$ cat config.mk
export PLATFORM = sky130hd
export DESIGN_NAME = utf8_decode_validate_cjk_unit
export DESIGN_NICKNAME = d
export VERILOG_FILES = /design/src/rtl/core/u8dv_pkg.sv /design/src/rtl/core/u8dv_step.sv /design/src/rtl/core/utf8_decode_validate_cjk_unit.sv
export SDC_FILE = /design/constraint.sdc
export NUM_CORES = 1
export LEC_CHECK = 0
export BUFFER_PORTS_ARGS = -buffer_cell sky130_fd_sc_hd__buf_2
export CORE_ASPECT_RATIO = 0.75
export CORE_UTILIZATION = 30
export DETAILED_ROUTE_END_ITERATION = 6
export GPL_ROUTABILITY_DRIVEN = 0
export MAX_ROUTING_LAYER = met4
export SETUP_SLACK_MARGIN = 0.15
export SYNTH_ARGS = -nofsm -noshare
export SYNTH_HDL_FRONTEND = slang
export SYNTH_HIERARCHICAL = 1
export SYNTH_SLANG_ARGS = --single-unit
$ cat constraint.sdc
create_clock -name clk -period 3 [get_ports clk]
set_input_delay 0.6 -clock clk [delete_from_list [all_inputs] [get_ports clk]]
set_output_delay 0.6 -clock clk [all_outputs]
set_load 0.01 [all_outputs]
$ cat src/rtl/core/u8dv_pkg.sv
// Package for the UTF-8 decoder: decoder state and result types, byte and scalar
// constants, the ideograph range and scalar check functions. Depends on nothing.
package u8dv_pkg;

	localparam int unsigned CpW = 21;

	localparam logic [7:0] Lead2Min = 8'hC2;
	localparam logic [7:0] Lead2Max = 8'hDF;
	localparam logic [7:0] Lead4Min = 8'hF0;
	localparam logic [7:0] Lead4Max = 8'hF4;

	localparam logic [CpW-1:0] ScalarMax    = 21'h10FFFF;
	localparam logic [CpW-1:0] SurrogateLo  = 21'h00D800;
	localparam logic [CpW-1:0] SurrogateHi  = 21'h00DFFF;
	localparam logic [CpW-1:0] Min2Byte     = 21'h000080;
	localparam logic [CpW-1:0] Min3Byte     = 21'h000800;
	localparam logic [CpW-1:0] Min4Byte     = 21'h010000;

	localparam logic [CpW-1:0] CjkExtALo    = 21'h003400;
	localparam logic [CpW-1:0] CjkExtAHi    = 21'h004DBF;
	localparam logic [CpW-1:0] CjkUniLo     = 21'h004E00;
	localparam logic [CpW-1:0] CjkUniHi     = 21'h009FFF;
	localparam logic [CpW-1:0] CjkCompatLo  = 21'h00F900;
	localparam logic [CpW-1:0] CjkCompatHi  = 21'h00FAFF;
	localparam logic [CpW-1:0] CjkSuppLo    = 21'h020000;
	localparam logic [CpW-1:0] CjkSuppHi    = 21'h02FA1F;

	// Sequence length minus one, as held while a multi-byte sequence is open.
	localparam logic [1:0] SeqTwo   = 2'd1;
	localparam logic [1:0] SeqThree = 2'd2;

	typedef struct packed {
		logic [1:0]     pending;
		logic [CpW-1:0] partial;
		logic [1:0]     seqlen;
		logic           err;
		logic           ideo;
	} dec_state_t;

	typedef struct packed {
		logic           char_done;
		logic [CpW-1:0] codepoint;
		logic           char_is_cjk;
		logic           string_bad;
		logic           string_end;
		logic           string_valid;
		logic           string_has_cjk;
	} dec_result_t;

	function automatic logic in_cjk(input logic [CpW-1:0] cp);
		in_cjk = (cp >= CjkExtALo && cp <= CjkExtAHi) ||
			(cp >= CjkUniLo && cp <= CjkUniHi) ||
			(cp >= CjkCompatLo && cp <= CjkCompatHi) ||
			(cp >= CjkSuppLo && cp <= CjkSuppHi);
	endfunction

	function automatic logic scalar_ok(input logic [CpW-1:0] cp, input logic [1:0] seqlen);
		logic [CpW-1:0] minimum;
		case (seqlen)
			SeqTwo:   minimum = Min2Byte;
			SeqThree: minimum = Min3Byte;
			default:  minimum = Min4Byte;
		endcase
		scalar_ok = (cp >= minimum) && (cp <= ScalarMax) &&
			!(cp >= SurrogateLo && cp <= SurrogateHi);
	endfunction

endpackage

$ cat src/rtl/core/u8dv_step.sv
// Combinational decode step: one byte against the current decoder state,
// giving the next state and the result beat. Depends on u8dv_pkg.
module u8dv_step (
	input  u8dv_pkg::dec_state_t  cur,
	input  logic [7:0]            text_byte,
	input  logic                  last_byte,
	output u8dv_pkg::dec_state_t  nxt,
	output u8dv_pkg::dec_result_t res
);
	import u8dv_pkg::*;

	logic [CpW-1:0] assembled;
	logic           done;
	logic [CpW-1:0] cp;
	dec_state_t     upd;

	assign assembled = {cur.partial[CpW-7:0], text_byte[5:0]};

	always_comb begin
		upd  = cur;
		done = 1'b0;
		cp   = '0;
		if (!cur.err) begin
			if (cur.pending == 2'd0) begin
				if (!text_byte[7]) begin
					done = 1'b1;
					cp   = {{(CpW-8){1'b0}}, text_byte};
				end else if (text_byte >= Lead2Min && text_byte <= Lead2Max) begin
					upd.pending = 2'd1;
					upd.seqlen  = 2'd1;
					upd.partial = {{(CpW-5){1'b0}}, text_byte[4:0]};
				end else if (text_byte[7:4] == 4'hE) begin
					upd.pending = 2'd2;
					upd.seqlen  = 2'd2;
					upd.partial = {{(CpW-4){1'b0}}, text_byte[3:0]};
				end else if (text_byte >= Lead4Min && text_byte <= Lead4Max) begin
					upd.pending = 2'd3;
					upd.seqlen  = 2'd3;
					upd.partial = {{(CpW-3){1'b0}}, text_byte[2:0]};
				end else begin
					upd.err = 1'b1;
				end
			end else if (text_byte[7:6] != 2'b10) begin
				upd.err = 1'b1;
			end else begin
				upd.pending = cur.pending - 2'd1;
				if (cur.pending == 2'd1) begin
					if (scalar_ok(assembled, cur.seqlen)) begin
						done = 1'b1;
						cp   = assembled;
					end else begin
						upd.err = 1'b1;
					end
					upd.partial = '0;
					upd.seqlen  = '0;
				end else begin
					upd.partial = assembled;
				end
			end
			if (done && in_cjk(cp)) begin
				upd.ideo = 1'b1;
			end
			if (last_byte && upd.pending != 2'd0) begin
				upd.err = 1'b1;
			end
		end
	end

	always_comb begin
		res.char_done      = done;
		res.codepoint      = cp;
		res.char_is_cjk    = done && in_cjk(cp);
		res.string_bad     = upd.err;
		res.string_end     = last_byte;
		res.string_valid   = last_byte && !upd.err;
		res.string_has_cjk = last_byte && upd.ideo;
		// The final byte of a string returns the decoder to its reset state.
		nxt = last_byte ? '0 : upd;
	end

endmodule

$ cat src/rtl/core/utf8_decode_validate_cjk_unit.sv
// Streaming strict UTF-8 decoder with ideograph flagging, one beat per byte.
// A byte accepted at the input is held in the input stage, decoded combinationally, and its
// result beat is registered in the result stage, where it waits for the consumer.
// Throughput: one byte per cycle. With both stages full, in_ready follows out_ready
// combinationally, so a byte is then taken only in a cycle in which a result is taken.
// Reset (arst_n low, asynchronous) empties both stages and clears the state.
module utf8_decode_validate_cjk_unit (
	input  logic                      clk,
	input  logic                      arst_n,
	input  logic                      in_valid,
	output logic                      in_ready,
	input  logic [7:0]                text_byte,
	input  logic                      last_byte,
	output logic                      out_valid,
	input  logic                      out_ready,
	output logic                      char_done,
	output logic [u8dv_pkg::CpW-1:0]  codepoint,
	output logic                      char_is_cjk,
	output logic                      string_bad,
	output logic                      string_end,
	output logic                      string_valid,
	output logic                      string_has_cjk
);
	import u8dv_pkg::*;

	// Input stage: the accepted byte waits here for the decode step.
	logic        valid_s1;
	logic [7:0]  byte_s1;
	logic        last_s1;

	// Result stage: one decoded beat waiting for the consumer.
	logic        valid_s2;
	dec_result_t res_s2;

	// Decoder state carried from byte to byte within a string.
	dec_state_t  state_q;
	dec_state_t  state_nxt;
	dec_result_t res_nxt;

	logic        s2_free;
	logic        s1_move;

	// The result stage can take a new beat when it is empty or being drained.
	assign s2_free  = !valid_s2 || out_ready;
	// The input stage moves on whenever the result stage has room.
	assign s1_move  = valid_s1 && s2_free;
	assign in_ready = !valid_s1 || s2_free;

	u8dv_step u_step (
		.cur       (state_q),
		.text_byte (byte_s1),
		.last_byte (last_s1),
		.nxt       (state_nxt),
		.res       (res_nxt)
	);

	// Control registers: stage occupancy and the decoder state.
	always_ff @(posedge clk or negedge arst_n) begin
		if (!arst_n) begin
			valid_s1 <= 1'b0;
			valid_s2 <= 1'b0;
			state_q  <= '0;
		end else begin
			if (in_ready) begin
				valid_s1 <= in_valid;
			end
			if (s2_free) begin
				valid_s2 <= valid_s1;
			end
			if (s1_move) begin
				state_q <= state_nxt;
			end
		end
	end

	// Payload registers carry no reset; their valid bits guard them.
	always_ff @(posedge clk) begin
		if (in_valid && in_ready) begin
			byte_s1 <= text_byte;
			last_s1 <= last_byte;
		end
		if (s1_move) begin
			res_s2 <= res_nxt;
		end
	end

	assign out_valid      = valid_s2;
	assign char_done      = res_s2.char_done;
	assign codepoint      = res_s2.codepoint;
	assign char_is_cjk    = res_s2.char_is_cjk;
	assign string_bad     = res_s2.string_bad;
	assign string_end     = res_s2.string_end;
	assign string_valid   = res_s2.string_valid;
	assign string_has_cjk = res_s2.string_has_cjk;

endmodule

; Word level (Yosys, flattened, before mapping)
; Cells that the tools add are included.
[word_totals]
reg_bits = 59
inputBits = 13
[op_classes]
addsub = 1
n_lt_le_gt_ge = 24
n_eq_ne = 9
muxes = 37
n_reduce_logical = 38
[op_table]
columns = cell, count
row1 = $mux 21, 11
row2 = $le 21x16->1 const B, 5
row3 = $mux 25, 4
row4 = $mux 26, 3
row5 = $ge 21x16->1 const B, 3
row6 = $mux 27, 2
row7 = $ge 21x14->1 const B, 2
row8 = $ge 21x15->1 const B, 2
row9 = $ge 21x18->1 const B, 2
row10 = $le 21x15->1 const B, 2
row11 = $le 21x18->1 const B, 2
row12 = $pmux 17 s2, 1
row13 = $ge 21x21->1, 1
row14 = $le 21x21->1 const B, 1
row15 = $logic_and 1x1->1, 20
row16 = $ge 8x8->1 const B, 2
row17 = $le 8x8->1 const B, 2
row18 = $mux 1, 14
row19 = $logic_or 1x1->1, 8
row20 = $mux 7, 1
row21 = $reduce_and 6->1, 1
row22 = $ne 5x5->1 const B, 1
row23 = $reduce_and 5->1, 1
row24 = $eq 2x1->1 const B, 2
row25 = other kinds (12), 16

; Logic depth before layout (Yosys ltp)
; Gate-level depths: netlist (run 1).
[depth]
ltp_word = 24
depth_mapped = 12
ltp_nobuf = 12

; Hierarchy
; The synthesis (run 1) kept the hierarchy.
[modules_own_cells]
columns = mod, n_inst, cells_per_inst, area_each_um2, seq_area_each_um2
row1 = utf8_decode_validate_cjk_unit, 1, 101, 2259.7, 1806.7
row2 = u8dv_step, 1, 242, 1412.6, 0.0

; Least setup slack after synthesis (run 1)
; No wires, ideal clock.
[synth_path]
kind = register -> register
startpoint = register state_q[25] (netlist name)
endpoint = register state_q[15] (netlist name)
t_arrival_ps = 2190
t_required_ps = 2875
path_slack_ps = 685
stages_incl_launch_ff = 12
period_less_slack_ps = 2315
path_cell_list = dfrtp_1 > inv_1 > ha_1 > clkbuf_1 > nor3b_1 > a21oi_1 > or2_1 > buf_2 > buf_6 > a22oi_1 > nor2_1 > mux2_4
[synth_lines]
columns = element, line
row1 = "start, declared", utf8_decode_validate_cjk_unit.sv:36  ; dec_state_t state_q;
row2 = "start signal, assigned", utf8_decode_validate_cjk_unit.sv:71  ; state_q <= state_nxt;

==> metrics.txt, run 1 <==
Die X=125 um; wire length on met1=3950 um; vias=2609; Initial Util=0.309; Crit Path Category=reg -> reg; starting DRC count in detailed routing=192; Post-CTS Setup Inserts=0; first-pass GRT wire length=13400 um; Area Overhead vs Synth=19.1%; r2r setup slk=0.41 ns; PD cells=733 nW/um^2; die area=11700 um^2; relative slew slack=0.415; CTS H-tree depth=3; Setup TNS Final=0 ns; synth warn=6; WP data required=3.21 ns; status=complete, no violations; slowest CP cell=edfxtp_1; Max Root-Sink Buffers=2; Syn Nets=339; Vias/cell=5.21; clk_lat worst skew=0.33 ns; unrepaired setup endpoints after global routing=no; # nets final=376; CP most frequent cell=a21oi_1; Mapped Area=3380 um^2; placed insts=485; Die Y=93.9 um; largest net degree at the start of global routing=25; skew final=0.00419 ns; ANT cells=0; drt pass-1 iters=4; reg-to-reg critical path endpoint=state_q[4]$_DFFE_PN0P_; worst reg2reg path depth=8; syn avg cell area=10.6 um^2; max-cap violation count=0; # fillers=1104; clk root buf=clkbuf_16; WL final=7970 um; met3 wire len=622 um; Crit path buffers/inverters=0; worst hold path class=in -> async; Post-Syn Instances=319; critical path fanouts, max=13; Post-DP HPWL=5480 um; fin crit period=2.59 ns; Final ANT Viol Nets=0; r2r startpoint=byte_s1[1]$_DFFE_PP_; leakage power=0.00170 uW; antenna violations before repair=0; DR top layer=met4; GRT overflow=0; core area=10900 um^2; # setup viols final=0; Startpoint Class=flip-flop; max-slew violation count=0; GRT Util Overall=0.154; Reg clk slew, reported paths=0.05 ns; final hold vios=0; # DRC=0; I/O Buffers=41; TritonCTS clock tree=yes; fin crit share=0.863; VDD IR max=328 uV; io pins=42; met2 wire length=3330 um; fin cells=501; Max Freq=386 MHz; CP cell instances=o21ai_0, a21oi_1, o21ai_2, a21oi_1, or2_1, a22oi_1, nor2_1, mux2_4; crit end category=flip-flop; TritonCTS Buffers=9; WL/cell=15.9 um; Top delay family on crit path=compound AO/OA/AOI/OAI gates; CP max stage delay=0.49 ns; layout cells sized above 1=0.263; Placement Rows=33; TritonCTS Sinks=59; WP data arrival=2.80 ns; vias in the first global route=2515; slew at the pin closest to its max-slew limit=0.877 ns
==> state kept, by name, summed over array words and instances (netlist names) <==
register        count
codepoint          21
string_has_cjk      1
state_q            21
string_bad          1
string_end          1
char_done           1
last_s1             1
char_is_cjk         1
valid_s1            1
string_valid        1
byte_s1             8
out_valid           1
==> stage by stage <==
step | utilization | area, um^2 | setup slack (ns) | total power, uW | hold WS (ns)
after floorplan | - | 3380 | 0.703 | 1660 | 0.304
after global placement | 0.338 | 3700 | 0.382 | 1850 | 0.489
after detailed placement | 0.338 | 3700 | 0.325 | 1860 | 0.494
after CTS | 0.367 | 4020 | 0.298 | 2970 | 0.290
after global routing | 0.368 | 4030 | 0.211 | 3130 | 0.308
final | 0.368 | 4030 | 0.410 | 2950 | 0.277
==> layout make-up <==
type | instances | area, um^2 | area share
inverters | 18 | 67.6 | 0.0168
multi-input cells | 218 | 1530 | 0.381
clock buffers | 11 | 243 | 0.0603
flip-flops and latches | 59 | 1660 | 0.412
clock inverters | 5 | 76.3 | 0.0190
well taps | 140 | 175 | 0.0435
repair buffers | 50 | 273 | 0.0678
==> per-layer routing <==
| metal | global-route usage | vias to the layer above |
|---|---|---|
| met5 | - | - |
| met4 | 0.0562 | 0 |
| met1 | 0.214 | 1246 |
| met3 | 0.0433 | 9 |
| li1 | - | 1248 |
| met2 | 0.210 | 106 |
==> what timing repair did <==
action                                  4_1_cts  5_1_grt
hold buffers                                  0        0
endpoints found under the setup margin        0        1
gates resized for setup                       0        1
==> cell usage in the layout, fill, tap and decap left out, types with 3 or more instances in the layout <==
| cell type | instances |
|---|---|
| nor3_1 | 10 |
| or3_1 | 3 |
| mux2_2 | 4 |
| nand2_1 | 14 |
| o21ai_0 | 12 |
| a21oi_1 | 17 |
| dfrtp_1 | 23 |
| and2_1 | 21 |
| clkbuf_16 | 9 |
| o31ai_1 | 3 |
| nor4_1 | 5 |
| ha_1 | 7 |
| nor2_1 | 30 |
| mux2_4 | 17 |
| a21o_1 | 5 |
| edfxtp_1 | 36 |
| a31oi_1 | 3 |
| nor2b_1 | 4 |
| inv_1 | 18 |
| buf_2 | 41 |
| and3_1 | 4 |
| a22oi_1 | 13 |
| buf_4 | 9 |
==> where the power goes <==
| group | switching, uW | internal [uW] |
|---|---|---|
| sequential | 160 | 976 |
| clock | 346 | 744 |
| combinational | 407 | 318 |
==> worst max path at each step <==
stage,from,end,slack [ns],cells after the start
6_report,byte_s1[1]$_DFFE_PP_,state_q[4]$_DFFE_PN0P_,0.41,8
2_1_floorplan,state_q[25]$_DFFE_PN0P_,state_q[15]$_DFFE_PN0P_,0.70,11
5_1_grt,state_q[25]$_DFFE_PN0P_,state_q[0]$_DFFE_PN0P_,0.21,10
4_1_cts,state_q[25]$_DFFE_PN0P_,state_q[0]$_DFFE_PN0P_,0.30,10
3_5_place_dp,state_q[2]$_DFFE_PN0P_,state_q[0]$_DFFE_PN0P_,0.33,12
3_3_place_gp,state_q[2]$_DFFE_PN0P_,state_q[0]$_DFFE_PN0P_,0.38,12
Power figures use the tool's default switching activity.
==> inputs of run 2 (changes only) <==
==> constraint.sdc (replaced) <==
create_clock -name clk -period 3 [get_ports clk]
set_input_delay 0.6 -clock clk [delete_from_list [all_inputs] [get_ports clk]]
set_output_delay 0.6 -clock clk [all_outputs]
set_load 0.1 [all_outputs]
==> run 2 against run 1 <==
Sequential power hardly changed. Largest cell class unchanged. Flip-flop and latch count stayed put. Global-route usage is 0.30 points lower.
==> metrics.txt, run 2 (same netlist as run 1, synthesis figures left out) <==
status=complete, no violations; Top delay family on crit path=compound AO/OA/AOI/OAI gates; first-pass GRT wire length=13100 um (-2.0%); Max Root-Sink Buffers=2 (unchanged); Crit Path Category=reg -> reg; antenna violations before repair=0 (unchanged); core area=10900 um^2 (unchanged); skew final=0.00768 ns (+0.00348 ns); TritonCTS clock tree=yes; fin crit share=0.863 (about the same); Reg area=1660 um^2 (unchanged); max-cap violation count=0 (unchanged); io pins=42 (unchanged); unrepaired setup endpoints after global routing=no; largest net degree at the start of global routing=25 (unchanged); NetSw=1200 uW (+32%); CTS H-tree depth=3 (unchanged); die area=11700 um^2 (unchanged); clk_lat worst skew=0.33 ns (about the same); CP cell instances=o21ai_0, a21oi_1, o21ai_2, a21oi_1, or2_1, a22oi_1, nor2_1, mux2_4; fin crit period=2.59 ns (-0.000182 ns); vias in the first global route=2481 (-1.4%); GRT overflow=0 (unchanged); VDD IR max=349 uV (+6.6%); WP data required=3.21 ns (about the same); relative slew slack=0.399 (-0.0162); slowest CP cell=edfxtp_1; Setup TNS Final=0 ns (unchanged); WL final=7980 um (+0.18%); # fillers=1065 (-3.5%); slew at the pin closest to its max-slew limit=0.901 ns (+0.0243 ns); leakage power=0.00168 uW (-0.95%); Int Power=1870 uW (-8.1%); PD cells=771 nW/um^2 (+5.1%); # nets final=377 (+0.27%); Area Overhead vs Synth=18.1%; clk root buf=clkbuf_16; CP most frequent cell=a21oi_1; # setup viols final=0 (unchanged); critical path fanouts, max=13 (unchanged); Die X=125 um (unchanged); starting DRC count in detailed routing=219 (+14%); Reg power frac=0.368 (-0.017); Initial Util=0.309 (unchanged); TritonCTS Sinks=59 (unchanged); Max Freq=386 MHz (about the same); Clock power frac=0.299 (-0.070); Post-DP HPWL=5430 um (-0.85%); leading cell types in the layout, fill and taps excluded=buf_2, edfxtp_1, nor2_1; WL/cell=15.9 um (about the same); max-slew violation count=0 (unchanged); Crit path buffers/inverters=0 (unchanged); GRT Util Overall=0.151 (-0.00302); ANT cells=0 (unchanged); # DRC=0 (unchanged); commonest non-fill, non-tap cell in the layout=buf_2; Reg clk slew, reported paths=0.05 ns (about the same); Final ANT Viol Nets=0 (unchanged); Multi-input gate area=1540 um^2 (+0.41%); I/O Buffers=41 (unchanged); final hold vios=0 (unchanged); Combinational Power Share=0.333 (+0.087); Placement Rows=33 (unchanged); Net Sw Frac=0.391 (+0.0814); Place WS=0.245 ns (-0.0800 ns); Startpoint Class=flip-flop; layout cells sized above 1=0.268 (+0.00480); vias=2621 (+0.46%); Die Y=93.9 um (unchanged); Vias/cell=5.22 (+0.26%); drt pass-1 iters=4 (unchanged); WP data arrival=2.80 ns (about the same); Final Worst Setup Slack=0.410 ns (+0.000182 ns); TritonCTS Buffers=9 (unchanged); crit end category=flip-flop; CP max stage delay=0.48 ns (about the same); worst hold path class=in -> async
[run 2: final cells by class]
cell class	count	area share
Tap cell	140	0.0439
Sequential cell	59	0.415
Inverter	18	0.0169
Multi-Input combinational cell	218	0.386
Clock buffer	11	0.0608
Timing Repair Buffer	51	0.0702
Clock inverter	5	0.00721
[run 2: per-stage QoR]
stage	cells	hold slack [ns]	util	area [um^2]	total power (uW)
CTS	502	0.276	0.364	3980	3080
finish	502	0.258	0.365	3990	3080
global route	502	0.303	0.365	3990	3240
floorplan	319	0.304	-	3380	1940
detailed placement	486	0.518	0.339	3710	2150
global placement	486	0.488	0.339	3710	2140
[run 2: path summary, 6_finish.rpt]
path                                   startpoint                 endpoint  slack (ns)  depth (start not counted)
max in group asynchronous                  arst_n   state_q[6]$_DFFE_PN0P_        2.37                          1
setup / recovery             byte_s1[1]$_DFFE_PP_   state_q[4]$_DFFE_PN0P_        0.41                          8
hold reg to reg            state_q[0]$_DFFE_PN0P_   state_q[0]$_DFFE_PN0P_        0.53                          1
min in group clk                     text_byte[0]     byte_s1[0]$_DFFE_PP_        0.44                          1
setup reg to reg             byte_s1[1]$_DFFE_PP_   state_q[4]$_DFFE_PN0P_        0.41                          8
hold / removal                             arst_n  state_q[16]$_DFFE_PN0P_        0.26                          1
[run 2: power groups by stage]
stage               Combinational [uW]  Clock (uW)  Sequential, uW
global route                      1100         984            1150
global placement                   998           0            1140
detailed placement                1000           0            1140
floorplan                          597           0            1340
CTS                               1010         942            1130
finish                            1020         921            1130
[run 2: timing repair]
item,CTS,global route
gates resized for setup,0,3
setup endpoints to repair,0,2
setup buffers,0,0
hold buffers,0,0
[run 2: routing by layer]
metal,part of all wire,GRT usage,wire [um],up-vias
li1,-,-,-,1239
met1,0.49,0.210,3890,1254
met2,0.42,0.204,3310,116
met3,0.083,0.0461,662,12
met4,0.014,0.0502,114,0
met5,0,-,0,-
